File: src/hw/rtl/mlpq_ram.sv
`timescale 1ns / 1ps
// Generic single-write, single-read RAM with registered read data.
// No dependencies.
module mlpq_ram #(
	parameter int WIDTH = 32,
	parameter int DEPTH = 128,
	localparam int AW = (DEPTH > 1) ? $clog2(DEPTH) : 1
) (
	input  logic             clk,
	input  logic             we,
	input  logic [AW-1:0]    waddr,
	input  logic [WIDTH-1:0] wdata,
	input  logic             re,
	input  logic [AW-1:0]    raddr,
	output logic [WIDTH-1:0] rdata
);

	logic [WIDTH-1:0] mem [DEPTH];

	always_ff @(posedge clk) begin
		if (we) begin
			mem[waddr] <= wdata;
		end
		if (re) begin
			rdata <= mem[raddr];
		end
	end

endmodule

File: config.mk
export PLATFORM = sky130hd
export DESIGN_NAME = mlpq_ram
export DESIGN_NICKNAME = d
export VERILOG_FILES = /design/src/hw/rtl/mlpq_ram.sv
export SDC_FILE = /design/constraint.sdc
export NUM_CORES = 2
export LEC_CHECK = 0
export BUFFER_PORTS_ARGS = -buffer_cell sky130_fd_sc_hd__buf_2
export CAP_MARGIN = 20
export CORE_MARGIN = 2
export CORE_UTILIZATION = 45
export CTS_BUF_LIST = sky130_fd_sc_hd__clkbuf_8
export DETAILED_ROUTE_END_ITERATION = 6
export PLACE_DENSITY_LB_ADDON = 0.3
export SLEW_MARGIN = 20
export SYNTH_ARGS = -nofsm -noshare
export SYNTH_HDL_FRONTEND = slang
export SYNTH_SLANG_ARGS = --single-unit
File: constraint.sdc
create_clock -name clk -period 4.3 [get_ports clk]
set_input_delay 0.215 -clock clk [delete_from_list [all_inputs] [get_ports clk]]
set_output_delay 0.215 -clock clk [all_outputs]
set_load 0.02 [all_outputs]
# After elaboration in Yosys (flattened, before gate mapping)
# Memory sizes are Yosys's and may differ from the RTL's. A register that Yosys moved wholly into a read port is not among the register bits.
# Cells that the tools add are included.
[op_classes]
muxes = 2
[ops]
columns = ["op", "n"]
rows = [
  ["$mux 1", 2],
]
[totals]
ram_bits = 4096
n_memories = 1
output_inout_bits = 32
regBits = 0
[mem_list]
columns = ["memory", "words", "word_bits", "read_ports", "rd_ports_with_merged_regs", "wr", "line", "source"]
rows = [
  ["mem", 128, 32, 1, 1, 1, "18", "logic [WIDTH-1:0] mem [DEPTH];"],
]

# Logic depth before layout (Yosys ltp)
[logic_depth]
ltp_word = 2
ltp_mapped = 8
mapped_depth_nobuf = 4

# Worst setup path before layout
# No wires, ideal clock.
[synth_path]
path_kind = "in2reg"
from = "input we"
to = "memory mem[98][0] (enable)"
arrival_ns = 2.993
path_buffers = 1
setup_ns = 0.461
path_stages = 3
path_slack_ns = 0.846
cell_sequence = "clkbuf_1 nand4_1 nor3_1"
[synth_via]
elab_chain_cells = 2
[synth_rtl]
columns = ["item", "line", "source"]
rows = [
  ["start, declared", "10", "input logic we,"],
  ["$mux 1", "21", "if (we) begin"],
  ["$mux 1 (not written as such)", "22", "mem[waddr] <= wdata;"],
  ["end, declared", "18", ""],
]
# No other way between the ends.

==> metrics.txt <==
Yosys top cell by area=edfxtp_1; largest net degree at the start of global routing=95; area post-placement=166100 sq um; Core ar.=346200 sq um; outcome=completed; H-tree Lvls=6; top_reg_cell synth=edfxtp_1; Site Rows=216; Clock Path Buffers=4; Commonest cells post-synth=4128 x edfxtp_1, 1344 x mux4_2, 182 x clkbuf_1; Fin Setup TNS=0 ns; first-pass GRT wire length=575.4 mm; mux cell area share after synthesis=19.56%; Tcrit/Tclk final=73.40%; io pins=81; FMAX=316.8 MHz; DR WL/cell=34.84 um; R2R cell count=5; fin cells=11914; die width=593.9 um; Synthesized Nets=6039; Max IR drop VDD=0.3069 mV; register area share after synthesis=79.16%; hpwl dp=231.2 mm; post-route minimum period=3.156 ns; layout cells sized above 1=37.14%; WS Path Type=flop to flop; Final setup viols=0; Pwr per Cell Area=443.5 nW/um^2; placer congestion estimate=0.8024; Synth area leaders=edfxtp_1 79%, mux4_2 19%, clkbuf_1 0.44%; clk_skew=0.08152 ns; Layout Cell Area excl Fill=178300 sq um; Hold Fails Final Rpt=0; min-delay worst type=input pin to flop; worst-margin pin slew=1.146 ns; Most common cell on crit path=mux4_2; Root Buffer=clkbuf_8; clock sinks=4128; number of remaining DRC errors=0; initial antenna violation count=56; Slew HR=23.58%; adder and majority gate portion of the synthesized area=0%; clock transition at the registers of the reported paths=0.06 ns; largest family of logic cells by synthesized area=multiplexers; vias in the first global route=73787; routed wire length=415.1 mm; clk_lat worst skew=1.21 ns; synth-to-layout area growth=13.84%; CTS tree=built; DR vias/cell=6.126; Slew Limit Fails=0; Num CTS Buffers=646; Initial Util=45.23%; nets=6857; compound-gate portion of the synthesized area=0%; Hold Slack=0.06244 ns; Post-synth ARST share=0%; DR pass1 iterations=5; slowest CP cell=mux4_2; CP Launch Type=flop; die height=593.9 um; CP arrival=4.12 ns; fraction of the mapped netlist area in simple logic gates=0.4450%; Worst Path Max Fanout=1; DR vias=72987; Post-Place Cells=10682; post-synthesis cell area=156600 sq um; FF-to-FF setup slack=1.14 ns; max cap viols=0; die area=352700 sq um; Synth Area in XOR/XNOR=0%; Leak=55.32 nW; Synth top area share=79.16%; Post-synth EDFFs=4128; IO buf count=80; Worst Path Required=5.27 ns; synth warn=0; cell with the most instances after synthesis=edfxtp_1; Yosys cell types=16; ordered list of cells on the worst path=mux4_2 -> mux4_2 -> mux4_2 -> mux2_2 -> dlygate4sd3_1; Mapped Cells=5990; RSZ-0062 raised after global routing=false; Initial DRC Count=10931; GRT overflow=0; antenna viol nets, final=0; hold path cells=2; register bit count reported by yosys=4128; CP endpoint kind=flop; syn_area_per_cell=26.14 sq um; GRT Total Usage=23.36%; delay of the slowest critical-path stage=0.66 ns
[per-layer routing]
| metal | up-vias | global-route usage [%] | part of all wire, % |
|---|---|---|---|
| li1 | 28187 | - | - |
| met1 | 40161 | 32.89 | 39 |
| met2 | 4000 | 37.00 | 48 |
| met3 | 619 | 4.935 | 10 |
| met4 | 20 | 7.074 | 3.0 |
| met5 | - | 0 | 0.030 |
[registers in the layout (all words and copies together) (netlist names)]
name	count
mem	4096
rdata	32
[stage by stage]
step	utilization [%]	setup slack, ns	power (mW)
floorplan	-	0.8463	47.56
global placement	47.97	0.5820	49.80
detailed placement	47.97	0.5886	49.89
CTS	51.42	1.163	79.58
global route	51.48	1.147	81.39
finish	51.49	1.144	79.06
[layout make-up]
cell class | count | area [sq um]
multi-input combinational | 1546 | 32290
fill | 26177 | 167900
timing repair buffer | 486 | 4728
clock buffer | 656 | 9029
sequential | 4128 | 124000
tap | 4578 | 5728
clock inverter | 473 | 2417
antenna | 47 | 117.6
[worst max-delay path, delay by kind of cell, from the launching register on]
family	cells	cell delay, ns
mux	4	2.03
flops	1	0.37
buf+inv	1	0.55
[logic make-up (layout without fill, tap and decap cells)]
logic type / after synthesis / count (layout)
buffers and inverters: 316 / 1615
flip-flops: 4128 / 4128
multiplexers: 1376 / 1376
other: 0 / 47
AND/OR/NAND/NOR: 170 / 170
[cell usage in the layout, fill, tap and decap left out, types with 3 or more instances in the layout]
cell type,Yosys,routed
buf_4,3,309
clkbuf_8,0,656
nand2_2,0,3
inv_8,0,7
nor2_4,0,119
mux4_2,1344,1344
nor2_1,122,3
inv_12,0,6
inv_6,0,17
clkinvlp_4,0,16
inv_1,0,221
diode_2,0,47
buf_2,79,42
mux2_2,32,32
nand3_2,0,4
buf_8,0,3
nor2b_1,7,7
edfxtp_1,4128,4128
buf_12,0,76
bufinv_16,0,10
clkinv_8,0,4
nand2_1,14,11
clkinv_1,0,147
nand3_1,12,8
buf_16,0,4
nand4_1,3,3
clkinv_2,0,45
nor3_2,0,9
dlygate4sd3_1,0,51
[worst paths after layout]
kind,from,endpoint
min reg2reg,mem[91][20],rdata[20]
max,mem[37][15],rdata[15]
max reg2reg,mem[37][15],rdata[15]
min,wdata[17],mem[97][17]
[power breakdown]
part / internal, mW / leakage (nW) / switching [mW]
Sequential: 44.5 / 37.1 / 0.147
Clock: 14.8 / 6.63 / 15.1
Combinational: 1.73 / 11.5 / 2.72
Total: 61.1 / 55.3 / 18.0
[timing repair]
item,in CTS,in global routing
hold buffers,50,1
endpoints found under the hold margin,3189,1
buffers inserted,0,0
setup endpoints to repair,0,0
gates resized for setup,0,0
Power figures use the tool's default switching activity.
