==> config.mk <==
export PLATFORM = sky130hd
export DESIGN_NAME = mlpq_ctrl
export DESIGN_NICKNAME = d
export VERILOG_FILES = /design/src/hw/rtl/mlpq_pkg.sv /design/src/hw/rtl/mlpq_ctrl.sv
export SDC_FILE = /design/constraint.sdc
export NUM_CORES = 1
export LEC_CHECK = 0
export ABC_AREA = 1
export BUFFER_PORTS_ARGS = -buffer_cell sky130_fd_sc_hd__clkbuf_2
export CAP_MARGIN = 30
export CORE_AREA = 2 2 114 116
export CTS_BUF_LIST = sky130_fd_sc_hd__clkbuf_4
export CTS_CLUSTER_SIZE = 40
export DETAILED_ROUTE_END_ITERATION = 7
export DIE_AREA = 0 0 116 118
export PLACE_DENSITY = 0.72
export SYNTH_ARGS = -nofsm -noshare
export SYNTH_HDL_FRONTEND = slang
export SYNTH_SLANG_ARGS = --single-unit
==> constraint.sdc <==
create_clock -name clk -period 3.1 [get_ports clk]
set_input_delay 0.31 -clock clk [delete_from_list [all_inputs] [get_ports clk]]
set_output_delay 0.31 -clock clk [all_outputs]
set_load 0.05 [all_outputs]
==> src/hw/rtl/mlpq_pkg.sv <==
`timescale 1ns / 1ps
// Shared types and codes for the multi-level priority queue.
// No dependencies; imported by mlpq_ctrl and multi_level_priority_queue_core.
package mlpq_pkg;

	// request kinds carried on s_tuser
	typedef enum logic [1:0] {
		REQ_ENQ  = 2'd0,
		REQ_DEQ  = 2'd1,
		REQ_PEEK = 2'd2,
		REQ_NONE = 2'd3
	} req_t;

	// result status carried on m_tuser
	typedef enum logic [1:0] {
		ST_OK      = 2'd0,
		ST_INVALID = 2'd1,
		ST_EMPTY   = 2'd2,
		ST_FULL    = 2'd3
	} status_t;

	localparam int unsigned VAL_W = 32;
	localparam int unsigned PRIO_W = 4;
	localparam logic [PRIO_W-1:0] LEVELS_RST = 4'd8;

	// result of one request, minus the value read back from the store
	typedef struct packed {
		status_t           status;
		logic [PRIO_W-1:0] level;
		logic              rd;
	} res_t;

endpackage

==> src/hw/rtl/mlpq_ctrl.sv <==
`timescale 1ns / 1ps
// Queue control: per-level head/tail/occupancy, priority encoder, store addressing.
// Depends on mlpq_pkg.
module mlpq_ctrl #(
	parameter int PRIO_LEVELS = 8,
	parameter int LEVEL_DEPTH = 16,
	localparam int ADDR_W = ((PRIO_LEVELS * LEVEL_DEPTH) > 1) ?
		$clog2(PRIO_LEVELS * LEVEL_DEPTH) : 1
) (
	input  logic                                clk,
	input  logic                                arst_n,
	input  logic                                go,
	input  mlpq_pkg::req_t                      req_type,
	input  logic [mlpq_pkg::PRIO_W-1:0]         item_priority,
	input  logic [mlpq_pkg::PRIO_W-1:0]         levels_in_use,
	output mlpq_pkg::res_t                      res,
	output logic                                ram_we,
	output logic [ADDR_W-1:0]                   ram_waddr,
	output logic                                ram_re,
	output logic [ADDR_W-1:0]                   ram_raddr
);
	import mlpq_pkg::*;

	localparam int LVL_W = (PRIO_LEVELS > 1) ? $clog2(PRIO_LEVELS) : 1;
	localparam int PTR_W = $clog2(LEVEL_DEPTH);
	localparam int CNT_W = $clog2(LEVEL_DEPTH + 1);

	logic [PTR_W-1:0] head_q [PRIO_LEVELS];
	logic [PTR_W-1:0] tail_q [PRIO_LEVELS];
	logic [CNT_W-1:0] cnt_q  [PRIO_LEVELS];

	logic [PRIO_W:0]  eff;
	logic             enq_ok;
	logic [LVL_W-1:0] enq_lvl;
	logic             hit;
	logic [LVL_W-1:0] top_lvl;
	logic             we_c;
	logic             re_c;

	// saturate the configured count at the levels built
	assign eff = ({1'b0, levels_in_use} > (PRIO_W+1)'(PRIO_LEVELS)) ?
		(PRIO_W+1)'(PRIO_LEVELS) : {1'b0, levels_in_use};

	assign enq_ok  = (item_priority != '0) && ({1'b0, item_priority} <= eff);
	assign enq_lvl = LVL_W'(item_priority - PRIO_W'(1));

	// highest visible non-empty level wins
	always_comb begin
		hit     = 1'b0;
		top_lvl = '0;
		for (int i = 0; i < PRIO_LEVELS; i++) begin
			if ((cnt_q[i] != '0) && ((PRIO_W+1)'(i) < eff)) begin
				hit     = 1'b1;
				top_lvl = LVL_W'(i);
			end
		end
	end

	always_comb begin
		res.status = ST_OK;
		res.level  = '0;
		res.rd     = 1'b0;
		we_c       = 1'b0;
		re_c       = 1'b0;
		unique case (req_type)
			REQ_ENQ: begin
				if (!enq_ok) begin
					res.status = ST_INVALID;
				end else if (cnt_q[enq_lvl] == CNT_W'(LEVEL_DEPTH)) begin
					res.status = ST_FULL;
				end else begin
					we_c      = 1'b1;
					res.level = item_priority;
				end
			end
			REQ_DEQ, REQ_PEEK: begin
				if (!hit) begin
					res.status = ST_EMPTY;
				end else begin
					re_c      = 1'b1;
					res.rd    = 1'b1;
					res.level = PRIO_W'(32'(top_lvl) + 32'd1);
				end
			end
			default: ;
		endcase
	end

	assign ram_we    = go && we_c;
	assign ram_re    = go && re_c;
	assign ram_waddr = ADDR_W'(enq_lvl) * ADDR_W'(LEVEL_DEPTH) + ADDR_W'(tail_q[enq_lvl]);
	assign ram_raddr = ADDR_W'(top_lvl) * ADDR_W'(LEVEL_DEPTH) + ADDR_W'(head_q[top_lvl]);

	always_ff @(posedge clk or negedge arst_n) begin
		if (!arst_n) begin
			for (int i = 0; i < PRIO_LEVELS; i++) begin
				head_q[i] <= '0;
				tail_q[i] <= '0;
				cnt_q[i]  <= '0;
			end
		end else begin
			if (ram_we) begin
				tail_q[enq_lvl] <= (tail_q[enq_lvl] == PTR_W'(LEVEL_DEPTH - 1)) ?
					'0 : tail_q[enq_lvl] + PTR_W'(1);
				cnt_q[enq_lvl]  <= cnt_q[enq_lvl] + CNT_W'(1);
			end
			if (ram_re && (req_type == REQ_DEQ)) begin
				head_q[top_lvl] <= (head_q[top_lvl] == PTR_W'(LEVEL_DEPTH - 1)) ?
					'0 : head_q[top_lvl] + PTR_W'(1);
				cnt_q[top_lvl]  <= cnt_q[top_lvl] - CNT_W'(1);
			end
		end
	end

endmodule

== After elaboration in Yosys (flattened, before gate mapping) ==
Cells that the tools add are included.
Cells by class
  $add $sub $neg: 8
  $mul: 0
  divide/modulo/power cells: 0
  magnitude comparators: 14
  equality and inequality tests: 5
  shift-type cells: 0
  mux-type cells: 57
  bitwise gates (word level): 2
  reductions and logical operators: 25
Operator list (number)
  $bwmux W40: 2
  $mux W40: 2
  $bwmux W32: 2
  $mux W4: 11
  $reduce_bool A5 Y1: 8
  $mux W5: 7
  $bmux W5 S3: 2
  $demux W5 S3: 2
  $bmux W4 S3: 2
  $demux W4 S3: 2
  $mux W3: 6
  $lt A3 B4 Y1 const A: 4
  $mux W1: 15
  $add A7 B4 Y7: 2
  $logic_and A1 B1 Y1: 14
  $pmux W6 S2: 1
  $add A4 B1 Y4 const B: 2
  $eq A4 B4 Y1 const B: 2
  $ge A4 B4 Y1 const B: 2
  $lt A1 B4 Y1 const A: 2
  $lt A2 B4 Y1 const A: 2
  $lt A4 B1 Y1 const B: 2
  $not A3 Y4: 2
  $mux W2: 3
  other kinds (12): 12
Storage, ports and cells
  bits in registers: 104
  latch bits: 0
  bits in writable memories: 0
  memory bits (read-only): 0
  input port bits: 13
  output and inout port bits: 23
  logic and storage cells: 135
  memories: 0

== Depth between registers and ports, before layout ==
Gate-level depths: netlist of run 1.
  word-level depth: 18
  depth in mapped cells: 24
  gate-level depth less buffers: 23

== Worst setup path before layout of run 1 ==
OpenSTA, ideal clock, no wires.
  kind: input-to-output
  from: input port item_priority[0] (netlist bit)
  to: output port res[1] (netlist bit)
  data arrival time: 3443 ps
  data required time: 2790 ps
  slack: -653 ps
  stages: 17
  path buffers: 0
  path through: inv_2 > ha_1 > inv_1 > nand2_1 > nand2_1 > nand3_1 > o22ai_1 > inv_1 > nand4_1 > ha_1 > inv_1 > nor2_1 > nand2_1 > nand2_1 > inv_1 > nand2_1 > a21oi_1
RTL lines
  start: declaration: RTL line mlpq_ctrl.sv:14  | input logic [mlpq_pkg::PRIO_W-1:0] item_priority,
  end: declaration: RTL line mlpq_ctrl.sv:16  | output mlpq_pkg::res_t res,

== Worst setup path in the final report of run 1 ==
  from: register cnt_q[11] (netlist bit)
  to: output port ram_raddr[0]
Between the ends
  cells in the longest elaborated chain, start to end: 10
RTL lines
  start: declaration: RTL line mlpq_ctrl.sv:30  | logic [CNT_W-1:0] cnt_q [PRIO_LEVELS];
  start signal: indexed assignment: RTL line mlpq_ctrl.sv:105  | cnt_q[enq_lvl] <= cnt_q[enq_lvl] + CNT_W'(1);
  start signal: indexed assignment: RTL line mlpq_ctrl.sv:110  | cnt_q[top_lvl] <= cnt_q[top_lvl] - CNT_W'(1);
  $reduce_bool A5 Y1: RTL line mlpq_ctrl.sv:52  | if ((cnt_q[i] != '0) && ((PRIO_W+1)'(i) < eff)) begin
  $logic_and A1 B1 Y1: RTL line mlpq_ctrl.sv:52
  $mux W3 (3 in series): RTL line mlpq_ctrl.sv:52
  $not A3 Y4 (not written as such): RTL line mlpq_ctrl.sv:92  | assign ram_raddr = ADDR_W'(top_lvl) * ADDR_W'(LEVEL_DEPTH) + ADDR_W'(head_q[top_lvl]);
  $bmux W4 S3: RTL line mlpq_ctrl.sv:92
  $mux W4 (not written as such) (2 in series): RTL line mlpq_ctrl.sv:92
  $add A7 B4 Y7: RTL line mlpq_ctrl.sv:92
  end: declaration: RTL line mlpq_ctrl.sv:20  | output logic [ADDR_W-1:0] ram_raddr
No other way between the ends. The select of a mux whose other input is x is not followed.

==> results of run 1 <==
## worst paths after layout
| kind | slack, ps | from | endpoint |
|---|---|---|---|
| min in group clk | 380 | go | tail_q[21]$_DFFE_PN0P_ |
| min reg2reg | 500 | tail_q[2]$_DFFE_PN0P_ | tail_q[2]$_DFFE_PN0P_ |
| max | 50 | cnt_q[11]$_DFF_PN0_ | ram_raddr[0] |
| max reg2reg | 170 | cnt_q[11]$_DFF_PN0_ | cnt_q[31]$_DFF_PN0_ |
| min | 360 | arst_n | tail_q[7]$_DFFE_PN0P_ |
| max in group asynchronous | 2010 | arst_n | tail_q[24]$_DFFE_PN0P_ |
## sequential cells by signal (all words and copies together), names as in the netlist
| signal | flops |
|---|---|
| cnt_q | 40 |
| head_q | 32 |
| tail_q | 32 |
## what timing repair did
| action | in CTS | in global routing |
|---|---|---|
| buffers inserted | 5 | 16 |
| endpoints found under the setup margin | 8 | 31 |
| pin swaps | 3 | 18 |
| gates cloned | 0 | 0 |
| endpoints found under the hold margin | 47 | 0 |
| gates resized for setup | 15 | 54 |
| hold buffers | 1 | 0 |
## power by group
| part | leakage [nW] | switching [mW] | internal, mW | total, mW |
|---|---|---|---|---|
| registers | 1.25 | 0.271 | 1.75 | 2.02 |
| clock network | 0.0765 | 0.497 | 0.248 | 0.744 |
| logic | 2.94 | 2.11 | 1.14 | 3.25 |
## per-layer routing
| metal | global-route usage | vias to the layer above |
|---|---|---|
| li1 | - | 3379 |
| met1 | 0.4869 | 3275 |
| met2 | 0.4777 | 445 |
| met3 | 0.06746 | 73 |
| met4 | 0.1079 | 0 |
| met5 | 0 | - |
## kinds of logic (layout without fill, tap and decap cells)
logic type	after synthesis	after routing	synth area share
flip-flops	104	104	0.3882
adder cells (fa/ha/maj)	14	14	0.02613
AO/OA/AOI/OAI	157	157	0.1293
AND/OR/NAND/NOR	525	525	0.3443
buffers and inverters	166	288	0.1006
XOR/XNOR	7	7	0.01139
## layout by cell type, fill, tap and decap left out, drive strengths merged
| cell type | count |
|---|---|
| a31oi | 3 |
| nor3 | 10 |
| dfrtp | 104 |
| nand4 | 13 |
| nand3b | 3 |
| o211ai | 3 |
| clkbuf | 34 |
| xnor2 | 2 |
| inv | 138 |
| a21oi | 20 |
| buf | 110 |
| nor2 | 67 |
| clkinvlp | 1 |
| bufinv | 1 |
| nor3b | 1 |
| a211oi | 2 |
| or2 | 2 |
| ha | 14 |
| a221oi | 9 |
| nand3 | 110 |
| o22ai | 21 |
| o21ai | 97 |
| o21a | 2 |
| nand2 | 319 |
| clkinv | 3 |
| dlygate4sd3 | 1 |
| xor2 | 5 |
## through the flow
step                instances  total power [mW]
finish                   1267             6.010
global route             1267             6.364
CTS                      1251             5.674
detailed placement       1229             4.856
global placement         1229             4.836
floorplan                 973             3.759
## worst register-to-register path, stage by stage (launching register included)
cell,delay [ps]
dfrtp_1,440
inv_2,90
nand2_1,100
o21ai_1,150
buf_4,150
nand3_1,170
nor2_2,190
buf_4,170
buf_4,130
nand4_1,80
nand2_1,70
inv_1,50
nand3_1,90
inv_1,50
nand2_1,90
inv_1,60
ha_2,370
inv_1,160
nor2_1,160
a21oi_1,50
## cell type report
cell class | instances | area (um2) | area share
clock buffer | 9 | 67.56 | 0.008239
clock inverter | 7 | 70.07 | 0.008544
inverter | 136 | 518.0 | 0.06317
multi-input combinational | 703 | 3645 | 0.4445
sequential | 104 | 2603 | 0.3174
tap | 172 | 215.2 | 0.02624
timing repair buffer | 136 | 1082 | 0.1320
==> results by group, run 1 <==
Outcome
  – Status: completed

Die
  – Ports: 36
  – Die Y: 118 um
  – Die ar.: 13690 um2
  – Initial Utilization: 0.5400
  – Die W: around 120 um
  – Total core area: 12410 um2
  – Floorplan row count: 41

Logic synthesis
  – Syn Nets: 1000
  – Yosys reg bits: 104
  – Yosys cell types: 37
  – Sequential fraction of the synthesis area: 0.3882
  – Number of synthesized flops with an enable pin: 0
  – Synth Warn #: 0
  – Top cells by count, synth: 305 x nand2_1, 122 x inv_1, 107 x nand3_1
  – Synth Flop Type: dfrtp_1
  – Most area-hungry cell type in the Yosys netlist: dfrtp_1
  – Top-count cell post-synth: nand2_1
  – Synthesized instance count: 973
  – Syn_area_per_cell: 6.890 um2
  – Yosys top cell area share: 0.3882
  – Mapped cell area: between 6000 and 7000 um2
  – Synth area leaders: dfrtp_1 39%, nand2_1 17%, nand3_1 8.0%
  – Async SR Flop Fraction: 1.000

Route
  – Drc violations: 0
  – DR iter-0 viols: 811
  – Detailed Route WL: 22.02 mm
  – Met2 Routed Length: 9.587 mm
  – Via Count: around 7000
  – Vias per cell: approximately 5.7
  – Met3 WL: 2.189 mm
  – Highest routed metal layer: met4
  – Metal1 wirelength: ~9.5 mm
  – Routed WL per cell: between 15 and 20 um
  – First-pass iteration count of the detailed router: 6
  – Post-DRT Antenna Nets: 0

CTS
  – Clock Latency Late Sink: 510 ps
  – Clock Root Buffer: clkbuf_4
  – Num CTS Buffers: 9
  – Clock sink count: 104
  – H-tree Lvls: 3
  – Clock buffer depth: 2
  – CTS tree: yes
  – Worst-path clk slew: 160 ps

Critical path
  – CP endpoint kind: output port
  – R2r worst-path depth: 19
  – Crit path largest cell delay: 440 ps
  – CP startpoint kind: flip-flop
  – Slowest CP cell: dfrtp_1
  – Req. time, crit path: between 2000 and 3000 ps
  – CP cell instances: inv_2, nand2_1, o21ai_1, buf_4, nand3_1, nor2_2, buf_4, nand4_1, nand2_1, inv_1, nand2_1, nor2_1, nand2_1, inv_1, buf_6, buf_8
  – Critical path arrival: 2740 ps
  – CP max FO: 6
  – WS Path Type: flip-flop to output port
  – CP top delay family: simple AND/OR/NAND/NOR gates
  – Buf+Inv Stages, Crit Path: 7
  – Cell mode on critical path: nand2_1
  – Cell count along the critical path: 16

Place
  – Pre-CTS setup slack: 12.77 ps
  – Placed instance area: 7664 um2
  – GPL Wtd Cong: just under 1
  – DP HPWL: 16.35 mm
  – Buffers on Ports: 35

Global route
  – Total GRT Usage: 0.3284
  – Largest net degree at the start of global routing: 58
  – First-pass GRT wire length: ~35 mm
  – GRT overflow: 0
  – Initial antenna violation count: 0
  – Vias in the first global route: 6566

Finish
  – Ant. Diodes: 0
  – P&R area growth vs syn: 22.32%
  – Fillcell total: 1069
  – Final design utilization: 0.6606
  – Post-route design area: 8200 um2
  – Share of cells above drive strength 1: 0.2137
  – Final net count: 1117

Power
  – Leak: 4.259 nW
  – Peak supply drop: 0.3083 mV
  – PD cells: around 730 nW/um2

STA
  – Slew headroom: 0.3385
  – Final min period: 3045 ps
  – Worst Skew: 21.91 ps
  – Fin crit share: 0.9823
  – Hold Violations, Final: 0
  – Setup TNS: 0 ps
  – Final hold slack: 355.3 ps
  – Final WS setup: 54.93 ps
  – Max Slew Vio Count: 0
  – Fmax: roughly 330 MHz
  – Slew @ Worst Pin: 988.9 ps
  – Final setup viols: 0

Flow run
  – Max_cap viols: 0

Min path
  – HP Class: primary input to asynchronous set/reset pin
Note: power is estimated with default switching activity, not from simulation.
==> inputs of run 2 (changes only) <==
Settings changed: ABC_AREA 1 to unset, CORE_AREA 2 2 114 116 to 2 2 112 114, DIE_AREA 0 0 116 118 to 0 0 114 116.
==> results by group, run 2 <==
Power
  – Logic pwr share: 0.752 (was 0.540)
  – Sequential power share: 0.185 (was 0.336)
  – Clock power frac: 0.063 (was 0.124)
  – Int Power: 6.384 mW (was 3.133 mW)
  – Psw: 5.283 mW (was 2.876 mW)
  – Tot Pwr: 11.67 mW (was 6.010 mW)
  – Sw Ratio: 0.4528 (was 0.4786)
  – Peak supply drop: 1.266 mV (was 0.3083 mV)
  – PD cells: 1201 nW/um2 (was 732.8 nW/um2)
  – Leak: 4.548 nW (was 4.259 nW)

Logic synthesis
  – Syn Nets: 591 (was 1000)
  – Async SR Flop Fraction: 1.000 (unchanged)
  – Post-synthesis mux area share: 0.2967 (was 0)
  – Adder-cell share of the synthesized area: 0.02695 (was 0.02613)
  – Top cells by count, synth: 104 x dfrtp_1, 79 x mux2i_1, 65 x mux2_2 (was 305 x nand2_1, 122 x inv_1, 107 x nand3_1)
  – Yosys reg bits: 104 (unchanged)
  – Simple-gate portion of the synthesized area: 0.1084 (was 0.3443)
  – Main combinational cell family by area after synthesis: multiplexers (was simple AND/OR/NAND/NOR gates)
  – Synthesized instance count: 564 (was 973)
  – Top-count cell post-synth: dfrtp_1 (was nand2_1)
  – Compound-Gate Fraction of Synth Area: 0.1230 (was 0.1293)
  – Post-synthesis xor/xnor area fraction: 0.01444 (was 0.01138)
  – Number of synthesized flops with an enable pin: 0 (unchanged)
  – Synth Warn #: 0 (unchanged)
  – Sequential fraction of the synthesis area: 0.4005 (was 0.3882)
  – Syn_area_per_cell: 11.52 um2 (was 6.890 um2)
  – Synth Flop Type: dfrtp_1 (unchanged)
  – Mapped cell area: 6499 um2 (was 6704 um2)
  – Synth area leaders: dfrtp_1 40%, mux2i_1 12%, mux2_2 11% (was dfrtp_1 39%, nand2_1 17%, nand3_1 8.0%)
  – Yosys cell types: 74 (was 37)
  – Most area-hungry cell type in the Yosys netlist: dfrtp_1 (unchanged)
  – Yosys top cell area share: 0.4005 (was 0.3882)

Place
  – Buffers on Ports: 35 (unchanged)
  – DP HPWL: 16.52 mm (was 16.35 mm)
  – GPL Wtd Cong: 1.013 (was 0.9868)
  – Pre-CTS setup slack: -368.8 ps (was 12.77 ps)

Finish
  – Commonest cells after routing, fill and taps aside: 194 x buf_4, 104 x dfrtp_1, 66 x mux2i_1 (was 302 x nand2_1, 117 x inv_1, 104 x dfrtp_1)
  – Reg with most FFs: cnt_q (unchanged)
  – Share of cells above drive strength 1: 0.5791 (was 0.2137)
  – Largest regs: cnt_q (40), head_q (32), tail_q (32) (unchanged)
  – Largest register FFs: 40 (unchanged)
  – Most common cell after layout, fill and taps aside: buf_4 (was nand2_1)
  – P&R area growth vs syn: 49.54% (was 22.32%)
  – Final net count: 837 (was 1117)
  – Ant. Diodes: 0 (unchanged)

Route
  – Post-DRT Antenna Nets: 0 (unchanged)
  – Detailed Route WL: 25.39 mm (was 22.02 mm)
  – Via Count: 6396 (was 7172)
  – First-pass iteration count of the detailed router: 7 (was 6)
  – Routed WL per cell: 26.39 um (was 17.38 um)
  – Vias per cell: 6.649 (was 5.661)
  – Drc violations: 0 (unchanged)
  – DR iter-0 viols: 838 (was 811)

Global route
  – First-pass GRT wire length: 34.51 mm (was 34.87 mm)
  – Vias in the first global route: 6043 (was 6566)
  – Total GRT Usage: 0.3515 (was 0.3284)
  – Largest net degree at the start of global routing: 57 (was 58)
  – GRT overflow: 0 (unchanged)
  – Initial antenna violation count: 0 (unchanged)

Critical path
  – WS Path Type: flip-flop to output port (unchanged)
  – CP startpoint kind: flip-flop (unchanged)
  – Req. time, crit path: 2790 ps (about the same)
  – CP max FO: 8 (was 6)
  – CP endpoint kind: output port (unchanged)
  – Critical path arrival: 3500 ps (was 2740 ps)

STA
  – Fin crit share: 1.228 (was 0.9823)
  – Hold Violations, Final: 0 (unchanged)
  – Final setup viols: 77 (was 0)
  – Slew headroom: 0.4986 (was 0.3385)
  – Fmax: 262.8 MHz (was 328.4 MHz)
  – Final WS setup: -705.3 ps (was 54.93 ps)
  – RSZ-0062 raised after global routing: true
  – Slew @ Worst Pin: 743.9 ps (was 988.9 ps)
  – Worst Skew: 15.22 ps (was 21.91 ps)
  – Final min period: 3805 ps (was 3045 ps)
  – Max Slew Vio Count: 0 (unchanged)

CTS
  – CTS tree: yes (unchanged)
  – Clock Latency Late Sink: 510 ps (about the same)
  – Clock Root Buffer: clkbuf_4 (unchanged)
  – Worst-path clk slew: 170 ps (was 160 ps)
  – H-tree Lvls: 3 (unchanged)
  – Clock sink count: 104 (unchanged)
  – Num CTS Buffers: 9 (unchanged)
  – Clock buffer depth: 2 (unchanged)

Outcome
  – Status: finished with violations (was completed)
  – Failing checks: setup timing

Die
  – Initial Utilization: 0.5456 (was 0.5400)
  – Die Y: 116 um (was 118 um)
  – Ports: 36 (unchanged)
  – Die W: 114 um (was 116 um)
  – Total core area: 11910 um2 (was 12410 um2)
  – Floorplan row count: 40 (was 41)
  – Die ar.: 13220 um2 (was 13690 um2)

Min path
  – HP Class: primary input to asynchronous set/reset pin (unchanged)

Flow run
  – Max_cap viols: 0 (unchanged)
[run 2: cell types whose count changed after synthesis, sizes merged, moves of 20 or more]
cell,delta
o22ai,-20
mux2,+65
nor2,-26
nand2,-295
mux2i,+79
inv,-120
o21ai,-83
nand3,-106
[run 2: path summary, 6_finish.rpt]
| check | from | endpoint | slack [ps] | cells past startpoint |
|---|---|---|---|---|
| setup / recovery | cnt_q[27]$_DFF_PN0_ | ram_raddr[0] | -710 | 12 |
| max in group asynchronous | arst_n | cnt_q[38]$_DFF_PN0_ | 2030 | 3 |
| min in group clk | go | tail_q[4]$_DFFE_PN0P_ | 500 | 4 |
| hold / removal | arst_n | cnt_q[26]$_DFF_PN0_ | 370 | 2 |
| hold reg to reg | tail_q[16]$_DFFE_PN0P_ | tail_q[16]$_DFFE_PN0P_ | 520 | 1 |
| setup reg to reg | cnt_q[27]$_DFF_PN0_ | head_q[15]$_DFFE_PN0P_ | -640 | 15 |
[run 2: what timing repair did]
item	CTS	global route
hold buffers	1	0
resized for setup	51	92
setup buffers	26	29
endpoints found under the setup margin	71	79
endpoints found under the hold margin	48	0
pin swaps	23	33
[run 2: per-layer routing]
metal	GRT usage	vias up	part of all wire
met5	0	-	0
met1	0.4722	3208	0.39
met4	0.1187	0	0.048
li1	-	2630	-
met3	0.1015	102	0.096
met2	0.5520	456	0.47
[run 2: cells by family after synthesis]
family | after synthesis
adders and majority gates | 14
DFF | 104
and+or+nand+nor | 128
muxes | 162
AOI/OAI and AO/OA | 104
xor gates and xnor gates | 9
buffers and inverters | 43
[run 2: critical path, cell delays in order, from the launching register on]
cell	delay, ps
dfrtp_1	410
or4_4	580
o211ai_4	250
a41oi_4	210
buf_4	210
buf_6	120
o31a_1	260
o31ai_2	310
buf_4	180
a221oi_4	40
buf_6	140
buf_8	130
buf_12	140
[run 2: area by class of cell]
type                            count  area, um2
Sequential cell                   104       2603
Fill cell                         633       2193
Timing Repair Buffer              261       2213
Clock inverter                      7      70.07
Inverter                           17      105.1
Clock buffer                        9      67.56
Tap cell                          147      183.9
Multi-Input combinational cell    417       4476
[run 2: power groups by stage]
stage / clock network [mW] / logic [mW] / registers [mW]
after floorplan: 0 / 3.67 / 2.07
after detailed placement: 0 / 6.80 / 2.12
after global routing: 0.795 / 9.04 / 2.19
final: 0.734 / 8.78 / 2.15
after CTS: 0.735 / 7.40 / 2.10
after global placement: 0 / 6.64 / 2.10
[run 2: metrics by stage]
step | hold WS, ps | cells | util | setup TNS, ps | cell area (um2)
floorplan | 14.41 | 564 | - | -12460 | 6979
CTS | 371.3 | 936 | 0.7681 | -22600 | 9149
global placement | 373.0 | 892 | 0.7186 | -14950 | 8559
global route | 391.5 | 962 | 0.8159 | -37070 | 9718
finish | 368.3 | 962 | 0.8159 | -33150 | 9718
detailed placement | 385.7 | 894 | 0.7205 | -21050 | 8582
==> inputs of run 3 (changes only) <==
Settings changed: CORE_AREA 2 2 112 114 to 2 2 140 142, DIE_AREA 0 0 114 116 to 0 0 142 144, PLACE_DENSITY 0.72 to unset.
==> results by group, run 3 (synthesis results as in run 2) <==
STA
  – Slew headroom: 0.4792 (was 0.4986)
  – RSZ-0062 raised after global routing: true (unchanged)
  – Final min period: 3615 ps (was 3805 ps)
  – Worst Skew: 17.32 ps (was 15.22 ps)
  – Max Slew Vio Count: 0 (unchanged)
  – Final setup viols: 72 (was 77)
  – Hold Violations, Final: 0 (unchanged)
  – Fin crit share: 1.166 (was 1.228)
  – Final WS setup: -514.8 ps (was -705.3 ps)
  – Fmax: 276.6 MHz (was 262.8 MHz)
  – Slew @ Worst Pin: 772.7 ps (was 743.9 ps)

Critical path
  – Crit path largest cell delay: 570 ps (was 580 ps)
  – CP endpoint kind: output port (unchanged)
  – CP startpoint kind: flip-flop (unchanged)
  – CP max FO: 5 (was 8)
  – Req. time, crit path: 2790 ps (about the same)
  – CP top delay family: simple AND/OR/NAND/NOR gates (was compound AO/OA/AOI/OAI gates)
  – CP cell instances: or4_4, o211ai_4, a41oi_4, nor3_4, nor2_4, inv_6, buf_12, buf_6, mux2i_4, o221ai_2, or2_4, clkbuf_16 (was or4_4, o211ai_4, a41oi_4, buf_4, buf_6, o31a_1, o31ai_2, buf_4, a221oi_4, buf_6, buf_8, buf_12)
  – Critical path arrival: 3300 ps (was 3500 ps)
  – Buf+Inv Stages, Crit Path: 4 (was 6)
  – Slowest CP cell: or4_4 (unchanged)
  – WS Path Type: flip-flop to output port (unchanged)

CTS
  – CTS tree: yes (unchanged)
  – Clock Root Buffer: clkbuf_4 (unchanged)
  – Clock Latency Late Sink: 500 ps (was 510 ps)
  – Clock buffer depth: 2 (unchanged)
  – Clock sink count: 104 (unchanged)
  – Num CTS Buffers: 9 (unchanged)
  – H-tree Lvls: 3 (unchanged)
  – Worst-path clk slew: 160 ps (was 170 ps)

Finish
  – Final design utilization: 0.5046 (was 0.8159)
  – Non-filler instance count after layout: 1033 (was 962)
  – Reg with most FFs: cnt_q (unchanged)
  – Final net count: 816 (was 837)
  – Largest register FFs: 40 (unchanged)
  – Fillcell total: 1622 (was 633)
  – Multi-input logic area: 4367 um2 (was 4476 um2)
  – Largest regs: cnt_q (40), head_q (32), tail_q (32) (unchanged)
  – Share of cells above drive strength 1: 0.5403 (was 0.5791)
  – P&R area growth vs syn: 48.15% (was 49.54%)
  – Reg area: 2604 um2 (was 2603 um2)
  – Commonest cells after routing, fill and taps aside: 170 x buf_4, 103 x dfrtp_1, 70 x mux2i_1 (was 194 x buf_4, 104 x dfrtp_1, 66 x mux2i_1)
  – Most common cell after layout, fill and taps aside: buf_4 (unchanged)

Die
  – Initial Utilization: 0.3406 (was 0.5456)
  – Ports: 36 (unchanged)
  – Die Y: 144 um (was 116 um)
  – Die W: 142 um (was 114 um)
  – Die ar.: 20450 um2 (was 13220 um2)
  – Floorplan row count: 51 (was 40)
  – Total core area: 19080 um2 (was 11910 um2)

Route
  – Post-DRT Antenna Nets: 0 (unchanged)
  – First-pass iteration count of the detailed router: 5 (was 7)
  – Drc violations: 0 (unchanged)
  – Vias per cell: 5.598 (was 6.649)
  – Routed WL per cell: 21.93 um (was 26.39 um)
  – DR iter-0 viols: 490 (was 838)
  – Detailed Route WL: 22.65 mm (was 25.39 mm)
  – Via Count: 5783 (was 6396)

Place
  – DP Cell Count: 986 (was 894)
  – GPL Wtd Cong: 0.9763 (was 1.013)
  – Pre-CTS setup slack: -513.0 ps (was -368.8 ps)
  – Buffers on Ports: 35 (unchanged)
  – DP HPWL: 17.11 mm (was 16.52 mm)

Global route
  – Initial antenna violation count: 1 (was 0)
  – GRT overflow: 0 (unchanged)
  – First-pass GRT wire length: 35.14 mm (was 34.51 mm)
  – Total GRT Usage: 0.2291 (was 0.3515)
  – Largest net degree at the start of global routing: 56 (was 57)
  – Vias in the first global route: 6054 (was 6043)

Flow run
  – Max_cap viols: 0 (unchanged)

Power
  – Peak supply drop: 0.6902 mV (was 1.266 mV)
  – PD cells: 1132 nW/um2 (was 1201 nW/um2)
  – Leak: 4.464 nW (was 4.548 nW)

Min path
  – HP Class: primary input to asynchronous set/reset pin (unchanged)

Outcome
  – Status: finished with violations (unchanged)
  – Failing checks: setup timing (unchanged)
run 3: changes by cell type in the layout (fill, tap and decap cells not counted), moves of 3 or more:
cell,delta
o21ai_1,-4
mux2i_2,-4
o21ai_0,+4
a21oi_1,+7
a21oi_2,-7
buf_12,+8
o31ai_1,+3
mux2i_1,+4
buf_4,-24
run 3: path summary, 6_finish.rpt:
kind	from	end	slack, ps	cells past startpoint
worst max-delay path	cnt_q[27]$_DFF_PN0_	ram_raddr[2]	-510	12
worst min-delay path	arst_n	head_q[13]$_DFFE_PN0P_	380	2
worst max register to register	cnt_q[27]$_DFF_PN0_	cnt_q[9]$_DFF_PN0_	-440	14
worst min register to register	tail_q[28]$_DFFE_PN0P_	tail_q[28]$_DFFE_PN0P_	530	1
max in group asynchronous	arst_n	tail_q[27]$_DFFE_PN0P_	1970	3
min in group clk	go	tail_q[23]$_DFFE_PN0P_	460	4
run 3: repair_timing:
| item | in CTS | in global routing |
|---|---|---|
| endpoints found under the setup margin | 68 | 90 |
| hold buffers | 1 | 0 |
| buffers inserted | 24 | 6 |
| pin swaps | 26 | 16 |
| hold endpoints to repair | 54 | 0 |
| gates resized for setup | 80 | 28 |
run 3: cell type report:
| class | instances | area share |
|---|---|---|
| timing repair buffer | 240 | 0.2225 |
| antenna | 1 | 0.0002599 |
| multi-input combinational | 417 | 0.4535 |
| clock inverter | 6 | 0.003639 |
| sequential | 104 | 0.2704 |
| tap | 238 | 0.03093 |
| clock buffer | 10 | 0.007797 |
| inverter | 17 | 0.01092 |
run 3: per-layer routing:
layer  GRT usage  share of wire  vias up
met3     0.04834          0.063       41
met2      0.3659           0.47      206
li1            -              -     2591
met5           0              0        -
met1      0.3099           0.44     2945
met4     0.07895          0.029        0
run 3: power by group:
part	internal, mW	switching, mW	leakage, nW	total, mW
registers	1.79	0.345	1.38	2.14
logic	4.05	4.07	3.02	8.11
clock network	0.170	0.478	0.0640	0.649
total	6.01	4.89	4.46	10.9
run 3: worst reg2reg max path, cell delays in order, from the launching register on:
cell and delay [ps]:
dfrtp_1 410, or4_4 570, o211ai_4 240, buf_4 150, a41o_2 230, buf_4 150, nand4_1 100, a31o_2 260
a211oi_2 370, clkinv_2 170, ha_4 220, nor4b_4 140, xnor2_2 150, buf_12 160, mux2i_1 150
run 3: metrics by stage:
stage               TNS (ps)  area, um2  hold WS (ps)  total power, mW
floorplan             -12460       6979         14.41            5.741
global placement      -24540       8786         395.4            8.977
detailed placement    -26120       8820         410.1            9.109
CTS                   -17410       9478         394.9            10.59
global route          -26300       9628         438.9            11.42
finish                -18870       9628         383.5            10.90
